$ cat config.mk
export PLATFORM = sky130hd
export DESIGN_NAME = ising_metropolis_spin_flip
export DESIGN_NICKNAME = d
export VERILOG_FILES = /design/src/sv/ims_pkg.sv /design/src/sv/ims_ram.sv /design/src/sv/ims_eval.sv /design/src/sv/ising_metropolis_spin_flip.sv
export VERILOG_INCLUDE_DIRS = /design/src /design/src/sv
export SDC_FILE = /design/constraint.sdc
export NUM_CORES = 1
export LEC_CHECK = 0
export ABC_AREA = 1
export BUFFER_PORTS_ARGS = -buffer_cell sky130_fd_sc_hd__buf_2
export CAP_MARGIN = 25
export CORE_AREA = 2 2 109 111
export DETAILED_ROUTE_END_ITERATION = 12
export DIE_AREA = 0 0 111 113
export GPL_ROUTABILITY_DRIVEN = 0
export PLACE_DENSITY = 0.8
export SETUP_SLACK_MARGIN = 0.1
export SLEW_MARGIN = 30
export SYNTH_ARGS = -nofsm -noshare
export SYNTH_HDL_FRONTEND = slang
export SYNTH_HIERARCHICAL = 1
export SYNTH_SLANG_ARGS = --single-unit
$ cat constraint.sdc
create_clock -name clk -period 5.6 [get_ports clk]
set_input_delay 1.12 -clock clk [delete_from_list [all_inputs] [get_ports clk]]
set_output_delay 1.12 -clock clk [all_outputs]
set_load 0.02 [all_outputs]
$ cat src/sv/ising_metropolis_spin_flip_defines.svh
// ----------------------------------------------------------------------------
// ising_metropolis_spin_flip_defines
// Assertion macros for the spin-flip block.
// ----------------------------------------------------------------------------
`ifndef ISING_METROPOLIS_SPIN_FLIP_DEFINES_SVH
`define ISING_METROPOLIS_SPIN_FLIP_DEFINES_SVH

`ifndef SYNTHESIS
`define IMS_ASSERT_SAME(label, clk, rst, ante, cons) \
  label: assert property (@(posedge clk) disable iff (rst) (ante) |-> (cons)) \
    else $error("ims assertion failed");
`define IMS_ASSERT_NEXT(label, clk, rst, ante, cons) \
  label: assert property (@(posedge clk) disable iff (rst) (ante) |=> (cons)) \
    else $error("ims assertion failed");
`else
`define IMS_ASSERT_SAME(label, clk, rst, ante, cons)
`define IMS_ASSERT_NEXT(label, clk, rst, ante, cons)
`endif

`endif

$ cat src/sv/ims_pkg.sv
// ----------------------------------------------------------------------------
// ims_pkg
// Shared types, constants and index helpers of the spin-flip block.
// ----------------------------------------------------------------------------
package ims_pkg;

  localparam int LATTICE_SIDE = 8;
  localparam int IDX_W        = (LATTICE_SIDE > 2) ? $clog2(LATTICE_SIDE) : 1;
  localparam int IN_IDX_W     = 3;
  localparam int WRAP_STEPS   = (1 << IN_IDX_W) / 2;
  localparam int KIND_W       = 2;
  localparam int RND_W        = 7;
  localparam int DELTA_W      = 5;
  localparam int CFG_IDX_W    = 1;
  localparam int CFG_DATA_W   = 7;

  localparam logic [RND_W-1:0] RND_LIMIT = RND_W'(100);

  typedef enum logic [KIND_W-1:0] {
    KIND_LOAD = 2'd0,
    KIND_FLIP = 2'd1,
    KIND_READ = 2'd2
  } kind_t;

  typedef enum logic [CFG_IDX_W-1:0] {
    CFG_RISE_FOUR  = 1'b0,
    CFG_RISE_EIGHT = 1'b1
  } cfg_reg_t;

  typedef enum logic [2:0] {
    S_IDLE = 3'b001,
    S_RD2  = 3'b010,
    S_EXEC = 3'b100
  } state_t;

  typedef logic [LATTICE_SIDE-1:0] row_t;

  typedef struct packed {
    logic [KIND_W-1:0] kind;
    logic [IDX_W-1:0]  col;
    logic              spin_in;
    logic [RND_W-1:0]  rnd;
  } item_t;

  typedef struct packed {
    logic                      spin_out;
    logic                      accepted;
    logic signed [DELTA_W-1:0] energy_change;
  } result_t;

  function automatic logic [IDX_W-1:0] wrap_idx(input logic [IN_IDX_W-1:0] v);
    logic [IN_IDX_W:0] t;
    t = {1'b0, v};
    for (int i = 0; i < WRAP_STEPS; i++) begin
      if (int'(t) >= LATTICE_SIDE) begin
        t = (IN_IDX_W + 1)'(int'(t) - LATTICE_SIDE);
      end
    end
    return IDX_W'(t);
  endfunction

  function automatic logic [IDX_W-1:0] prev_idx(input logic [IDX_W-1:0] i);
    return (i == '0) ? IDX_W'(LATTICE_SIDE - 1) : IDX_W'(i - 1'b1);
  endfunction

  function automatic logic [IDX_W-1:0] next_idx(input logic [IDX_W-1:0] i);
    return (i == IDX_W'(LATTICE_SIDE - 1)) ? '0 : IDX_W'(i + 1'b1);
  endfunction

endpackage

$ cat src/sv/ims_ram.sv
// ----------------------------------------------------------------------------
// ims_ram
// Generic RAM: one write port, two read ports, registered read data.
// ----------------------------------------------------------------------------
module ims_ram #(
  parameter int WIDTH = 8,
  parameter int DEPTH = 8
) (
  input  logic                     clk,
  input  logic                     wr_en,
  input  logic [$clog2(DEPTH)-1:0] wr_addr,
  input  logic [WIDTH-1:0]         wr_data,
  input  logic [$clog2(DEPTH)-1:0] rd_addr_a,
  output logic [WIDTH-1:0]         rd_data_a,
  input  logic [$clog2(DEPTH)-1:0] rd_addr_b,
  output logic [WIDTH-1:0]         rd_data_b
);

  logic [WIDTH-1:0] mem [DEPTH];

  always_ff @(posedge clk) begin
    if (wr_en) begin
      mem[wr_addr] <= wr_data;
    end
    rd_data_a <= mem[rd_addr_a];
    rd_data_b <= mem[rd_addr_b];
  end

endmodule

$ cat src/sv/ims_eval.sv
// ----------------------------------------------------------------------------
// ims_eval
// Energy change, Metropolis acceptance and row update for one item.
// ----------------------------------------------------------------------------
module ims_eval (
  input  ims_pkg::item_t           item,
  input  ims_pkg::row_t            site_row,
  input  ims_pkg::row_t            up_row,
  input  ims_pkg::row_t            down_row,
  input  logic [ims_pkg::RND_W-1:0] min_rnd_rise_four,
  input  logic [ims_pkg::RND_W-1:0] min_rnd_rise_eight,
  output ims_pkg::result_t         res,
  output ims_pkg::row_t            row_wr_data,
  output logic                     row_wr_en
);

  logic [ims_pkg::IDX_W-1:0]   col_l;
  logic [ims_pkg::IDX_W-1:0]   col_r;
  logic                        s;
  logic [2:0]                  n_plus;
  logic [ims_pkg::DELTA_W-1:0] n_times4;
  logic [ims_pkg::DELTA_W-1:0] delta;
  logic                        flip_ok;
  logic                        new_bit;

  assign col_l = ims_pkg::prev_idx(item.col);
  assign col_r = ims_pkg::next_idx(item.col);
  assign s     = site_row[item.col];

  assign n_plus = 3'(up_row[item.col]) + 3'(down_row[item.col])
                + 3'(site_row[col_l]) + 3'(site_row[col_r]);
  assign n_times4 = {n_plus, 2'b00};
  assign delta = s ? (ims_pkg::DELTA_W'(8) - n_times4) : (n_times4 - ims_pkg::DELTA_W'(8));

  always_comb begin
    if (delta[ims_pkg::DELTA_W-1] || delta == '0) begin
      flip_ok = 1'b1;
    end else if (delta == ims_pkg::DELTA_W'(4)) begin
      flip_ok = (min_rnd_rise_four < ims_pkg::RND_LIMIT) && (item.rnd >= min_rnd_rise_four);
    end else begin
      flip_ok = (min_rnd_rise_eight < ims_pkg::RND_LIMIT) && (item.rnd >= min_rnd_rise_eight);
    end
  end

  always_comb begin
    res = '0;
    row_wr_en = 1'b0;
    new_bit = s;
    case (ims_pkg::kind_t'(item.kind))
      ims_pkg::KIND_LOAD: begin
        new_bit = item.spin_in;
        row_wr_en = 1'b1;
      end
      ims_pkg::KIND_FLIP: begin
        new_bit = s ^ flip_ok;
        row_wr_en = flip_ok;
        res.accepted = flip_ok;
        res.energy_change = $signed(delta);
      end
      default: begin
        new_bit = s;
      end
    endcase
    res.spin_out = new_bit;
    for (int j = 0; j < ims_pkg::LATTICE_SIDE; j++) begin
      row_wr_data[j] = (ims_pkg::IDX_W'(j) == item.col) ? new_bit : site_row[j];
    end
  end

endmodule

$ cat src/sv/ising_metropolis_spin_flip.sv
// ----------------------------------------------------------------------------
// ising_metropolis_spin_flip
// Metropolis spin-flip engine on a periodic square lattice held in row RAM.
// ----------------------------------------------------------------------------
// The lattice sits in a RAM of one row per word with two read ports. In the
// accept cycle the block reads the site row and the row above, in the S_RD2
// state it reads the row below, and in the S_EXEC state it evaluates the item,
// registers the result and writes the updated row back. A new item is taken
// the cycle after the result is registered, so the block does not take a new
// item before the last one is through. The result waits in an output
// register; a stalled result holds the write-back stage. Sites hold no defined
// spin until loaded.
module ising_metropolis_spin_flip (
  input  logic                               clk,
  input  logic                               rst,
  input  logic                               in_valid,
  output logic                               in_stall,
  input  logic [ims_pkg::KIND_W-1:0]         kind,
  input  logic [ims_pkg::IN_IDX_W-1:0]       row,
  input  logic [ims_pkg::IN_IDX_W-1:0]       col,
  input  logic                               spin_in,
  input  logic [ims_pkg::RND_W-1:0]          rnd,
  output logic                               out_valid,
  input  logic                               out_stall,
  output logic                               spin_out,
  output logic                               accepted,
  output logic signed [ims_pkg::DELTA_W-1:0] energy_change,
  input  logic                               cfg_we,
  input  logic [ims_pkg::CFG_IDX_W-1:0]      cfg_index,
  input  logic [ims_pkg::CFG_DATA_W-1:0]     cfg_data
);

`include "ising_metropolis_spin_flip_defines.svh"

  ims_pkg::state_t            state;
  ims_pkg::state_t            state_next;
  ims_pkg::item_t             item;
  logic [ims_pkg::IDX_W-1:0]  row_q;
  ims_pkg::row_t              up_row;
  logic [ims_pkg::RND_W-1:0]  min_rnd_rise_four;
  logic [ims_pkg::RND_W-1:0]  min_rnd_rise_eight;
  logic [ims_pkg::IDX_W-1:0]  row_in;
  logic [ims_pkg::IDX_W-1:0]  rd_addr_a;
  logic [ims_pkg::IDX_W-1:0]  rd_addr_b;
  ims_pkg::row_t              rd_data_a;
  ims_pkg::row_t              rd_data_b;
  logic                       in_take;
  logic                       exec_go;
  ims_pkg::result_t           res;
  ims_pkg::row_t              row_wr_data;
  logic                       row_wr_en;
  logic                       mem_wr_en;

  assign in_stall = rst || (state != ims_pkg::S_IDLE);
  assign in_take  = in_valid && !in_stall;
  assign exec_go  = (state == ims_pkg::S_EXEC) && (!out_valid || !out_stall);
  assign row_in   = ims_pkg::wrap_idx(row);

  assign rd_addr_a = (state == ims_pkg::S_IDLE) ? row_in : row_q;
  assign rd_addr_b = (state == ims_pkg::S_IDLE) ? ims_pkg::prev_idx(row_in)
                                                 : ims_pkg::next_idx(row_q);
  assign mem_wr_en = exec_go && row_wr_en;

  ims_ram #(
    .WIDTH (ims_pkg::LATTICE_SIDE),
    .DEPTH (ims_pkg::LATTICE_SIDE)
  ) u_lattice (
    .clk       (clk),
    .wr_en     (mem_wr_en),
    .wr_addr   (row_q),
    .wr_data   (row_wr_data),
    .rd_addr_a (rd_addr_a),
    .rd_data_a (rd_data_a),
    .rd_addr_b (rd_addr_b),
    .rd_data_b (rd_data_b)
  );

  ims_eval u_eval (
    .item               (item),
    .site_row           (rd_data_a),
    .up_row             (up_row),
    .down_row           (rd_data_b),
    .min_rnd_rise_four  (min_rnd_rise_four),
    .min_rnd_rise_eight (min_rnd_rise_eight),
    .res                (res),
    .row_wr_data        (row_wr_data),
    .row_wr_en          (row_wr_en)
  );

  always_comb begin
    state_next = state;
    case (state)
      ims_pkg::S_IDLE: if (in_take) state_next = ims_pkg::S_RD2;
      ims_pkg::S_RD2:  state_next = ims_pkg::S_EXEC;
      ims_pkg::S_EXEC: if (exec_go) state_next = ims_pkg::S_IDLE;
      default:         state_next = ims_pkg::S_IDLE;
    endcase
  end

  always_ff @(posedge clk) begin
    if (rst) begin
      state              <= ims_pkg::S_IDLE;
      out_valid          <= 1'b0;
      min_rnd_rise_four  <= ims_pkg::RND_LIMIT;
      min_rnd_rise_eight <= ims_pkg::RND_LIMIT;
    end else begin
      state <= state_next;
      if (exec_go) begin
        out_valid <= 1'b1;
      end else if (!out_stall) begin
        out_valid <= 1'b0;
      end
      if (cfg_we) begin
        case (ims_pkg::cfg_reg_t'(cfg_index))
          ims_pkg::CFG_RISE_FOUR:  min_rnd_rise_four  <= cfg_data;
          ims_pkg::CFG_RISE_EIGHT: min_rnd_rise_eight <= cfg_data;
          default: ;
        endcase
      end
    end
  end

  always_ff @(posedge clk) begin
    if (in_take) begin
      item.kind    <= kind;
      item.col     <= ims_pkg::wrap_idx(col);
      item.spin_in <= spin_in;
      item.rnd     <= rnd;
      row_q        <= row_in;
    end
    if (state == ims_pkg::S_RD2) begin
      up_row <= rd_data_b;
    end
    if (exec_go) begin
      spin_out      <= res.spin_out;
      accepted      <= res.accepted;
      energy_change <= res.energy_change;
    end
  end

  `IMS_ASSERT_NEXT(a_take_reads, clk, rst, in_take, state == ims_pkg::S_RD2)
  `IMS_ASSERT_SAME(a_write_in_exec, clk, rst, mem_wr_en, state == ims_pkg::S_EXEC)
  `IMS_ASSERT_SAME(a_delta_step, clk, rst, out_valid, energy_change[1:0] == 2'b00)
  `IMS_ASSERT_SAME(a_accept_rise, clk, rst, out_valid && accepted, energy_change <= 0 || energy_change == 4 || energy_change == 8)

endmodule

==> qor.log <==
qor: detailed_routing.route.detailed.drc 0
qor: synth.yosysTopAreaCellShare 41.26%
qor: critical_path.critical_path.n_buffers_inverters 4
qor: sta.max_freq 0.1976 GHz
qor: synth.ys.warnings.count 6
qor: detailed_routing.via_density_per_instance 5.465
qor: critical_path.worst-path-max-fanout 9
qor: detailed_routing.wirelength_routed 16.14 mm
qor: sta.setup_viol 0
qor: grt.number_of_global_route_vias_before_repair 5,132
qor: finish.insertedDiodeCount 0
qor: synth.synth_seq_cells 129
qor: grt.grt.total_usage 26.75%
qor: critical_path.timing.reg2reg.setup_slack 540 ps
qor: sta.fin_setup_tns 0 ps
qor: floorplanning.dieHeight 113 um
qor: synth.syn_area_per_cell 8.231 sq um
qor: power.irDropWorstVdd 0.0002426 V
qor: cts.tritoncts built
qor: finish.final.fill_count 862
qor: cts.clock_insertion_delay_worst_skew 420 ps
qor: power.cellPowerDensity 356.1 nW/um^2
qor: detailed_routing.wl_per_cell 15.68 um
qor: floorplanning.floorplan.initialDensity 61.34%
qor: synth.synth_top_cells_by_area edfxtp_1 (41%), nand2_1 (16%), dfxtp_1 (9.8%)
qor: placed_design.dp_worst_setup_slack 638.5 ps
qor: cts.clock_sinks 129
qor: detailed_routing.postRouteAntennaNets 0
qor: finish.utilization 67.87%
qor: critical_path.type_of_destination_of_the_critical_path flop
qor: cts.cts_buffers 17
qor: finish.seqCellArea 3533 sq um
qor: critical_path.worstSetupStartpointType flop
qor: grt.largest_net_degree_at_the_start_of_global_routing 34
qor: sta.hold_viol 0
qor: synth.synth_largest_area_cell edfxtp_1
qor: critical_path.crit_path_frequent_cell nand2_1
qor: floorplanning.number_of_cell_rows 39
qor: power.p_leak 3.743 nW
qor: floorplanning.core_area 11,270 sq um
qor: grt.first_pass_grt_wire_length 25.59 mm
qor: sta.holdWs 439.7 ps
qor: synth.yosysUniqueCellTypes 33
qor: floorplanning.floorplan.io_pins 38
qor: min_path.hold_path_class reg -> reg
qor: sta.period_needed 5060 ps
qor: cts.root_buffer clkbuf_16
qor: status.outcome finished clean
qor: run.max_cap_violations 0
qor: finish.synthToLayoutAreaGrowth 10.64%
qor: floorplanning.area_of_the_die 12,540 sq um
qor: cts.cts.hold.buffers_added 0
qor: grt.antenna_found_initial 0
qor: sta.rsz0062_at_grt no
qor: detailed_routing.detailroute.via_count 5,623
qor: cts.cts.repair.resized 0
qor: synth.synth_cells 840
qor: critical_path.worst_path_dominant_cell_family adder cells
qor: sta.finalClockSkew 6.104 ps
qor: cts.number_of_post_cts_setup_repair_buffers 0
qor: finish.finish.net_count 932
qor: finish.drive_above_1_share 10.95%
qor: critical_path.path_cells ha_1, ha_1, nor2_1, o21ai_0, o22ai_1, a22oi_1, fa_1, inv_1, ha_1, inv_1, fa_1, inv_1, nand2_1, nand2_1, nand3_1, nand2_1, nand2_1, nand2_1, o21ai_0, inv_1, nor2_1, nand2_1, nor2_1
qor: sta.timing.max_slew.rel_slack 41.05%
qor: critical_path.cp_data_arrival_time 5110 ps
qor: sta.post-route-period-util 90.37%
qor: cts.clkSlewWorstSetupHoldPaths 60 ps
qor: grt.overflow 0
qor: synth.synth.cell_area 6914 sq um
qor: sta.timing_worst_slew_pin_value 883.3 ps
qor: floorplanning.die-width 111 um
qor: detailed_routing.dr.pass1.iters 6
qor: cts.cts.path.max_buffers 2
qor: cts.htreeDepth 4
qor: placed_design.place.port_buffers 37
qor: sta.finalMaxSlewViolations 0
qor: sta.finalWorstSetupSlack 539.5 ps
qor: detailed_routing.detail_route.iter0.violations 932
qor: placed_design.detailed_place_hpwl 10.82 mm
qor: finish.area_of_combinational_cells_with_multiple_inputs 2639 sq um
qor: critical_path.critical_setup_path_kind reg -> reg
qor: critical_path.slowest_stage edfxtp_1
qor: critical_path.cpPeakStageDelay 530 ps
qor: critical_path.worst-endpoint-required 5650 ps
qor: synth.sequential_share_of_the_synthesized_area 51.10%
## metal layers
layer | track usage, % | share of wire [%] | vias up
met5 | 0 | 0 | -
met2 | 40.74 | 44 | 311
met3 | 6.695 | 10 | 58
li1 | - | - | 2729
met1 | 36.63 | 42 | 2525
met4 | 12.00 | 3.8 | 0
## worst paths after layout
check | cells past startpoint | end | startpoint
worst min-delay path | 0 | up_row[0] | u_lattice/rd_data_b[0]
worst max register to register | 23 | u_lattice/mem[4][0] | item[9]
worst min register to register | 0 | up_row[0] | u_lattice/rd_data_b[0]
worst max-delay path | 23 | u_lattice/mem[4][0] | item[9]
## Yosys cell counts (all sizes together)
library cell and count:
a21o 1, ha 28, edfxtp 95, nor2 62
nand3 89, a31oi 1, a22oi 1, clkbuf 2
conb 1, o21ai 35, nand4 3, o311ai 1
fa 2, nand2 307, buf 28, o21a 1
nand3b 1, a21oi 11, o22ai 4, inv 130
o221ai 2, dfxtp 34, a32oi 1
## cell usage in the layout, fill, tap and decap left out, types with 11 or more instances in the layout
cell type / n
dfxtp_1: 34
nor2_1: 59
clkbuf_16: 17
ha_1: 28
inv_1: 122
o21ai_0: 29
buf_2: 37
nand2_1: 303
nand3_1: 86
edfxtp_1: 95
a21oi_1: 11
## worst reg2reg max path: cells and delay by family, from the launching register on
family	cells	cell delay [ps]
compound gates	4	500
simple gates	10	1660
flops	1	530
fa+ha+maj	5	1790
buf+inv	4	210
## where the power goes
group          internal [mW]  switching, mW  total [mW]
Clock                  0.672          0.386        1.06
Combinational          0.158          0.361       0.519
Sequential              1.11         0.0397        1.15
Total                   1.94          0.787        2.72
## stage by stage
step | power (mW) | cell area, sq um | std cells
global placement | 1.657 | 7077 | 997
CTS | 2.720 | 7650 | 1029
global route | 2.840 | 7650 | 1029
detailed placement | 1.666 | 7077 | 997
floorplan | 1.549 | 6918 | 841
finish | 2.724 | 7650 | 1029
## cell type report
| cell class | instances | area share, % |
|---|---|---|
| Timing Repair Buffer | 43 | 3.009 |
| Multi-Input combinational cell | 552 | 34.49 |
| Clock inverter | 11 | 1.472 |
| Tap cell | 143 | 2.339 |
| Inverter | 130 | 6.477 |
| Clock buffer | 21 | 6.019 |
| Sequential cell | 129 | 46.19 |
## sequential cells by signal (all words and copies together), names as in the netlist
name and count:
min_rnd_rise_eight 7, u_lattice/rd_data_b 8, item 13, out_valid 1
u_lattice/rd_data_a 8, state 3, energy_change 5, row_q 3
min_rnd_rise_four 7, spin_out 1, up_row 8, accepted 1
u_lattice/mem 64
## kinds of logic after synthesis
family / after synthesis / synth area share, %
AO/OA/AOI/OAI: 58 / 4.940
adder cells (fa/ha/maj): 30 / 5.646
buffers and inverters: 160 / 10.79
flip-flops: 129 / 51.10
other: 1 / 0.05424
AND/OR/NAND/NOR: 462 / 27.47
(Power assumes the default switching activity.)
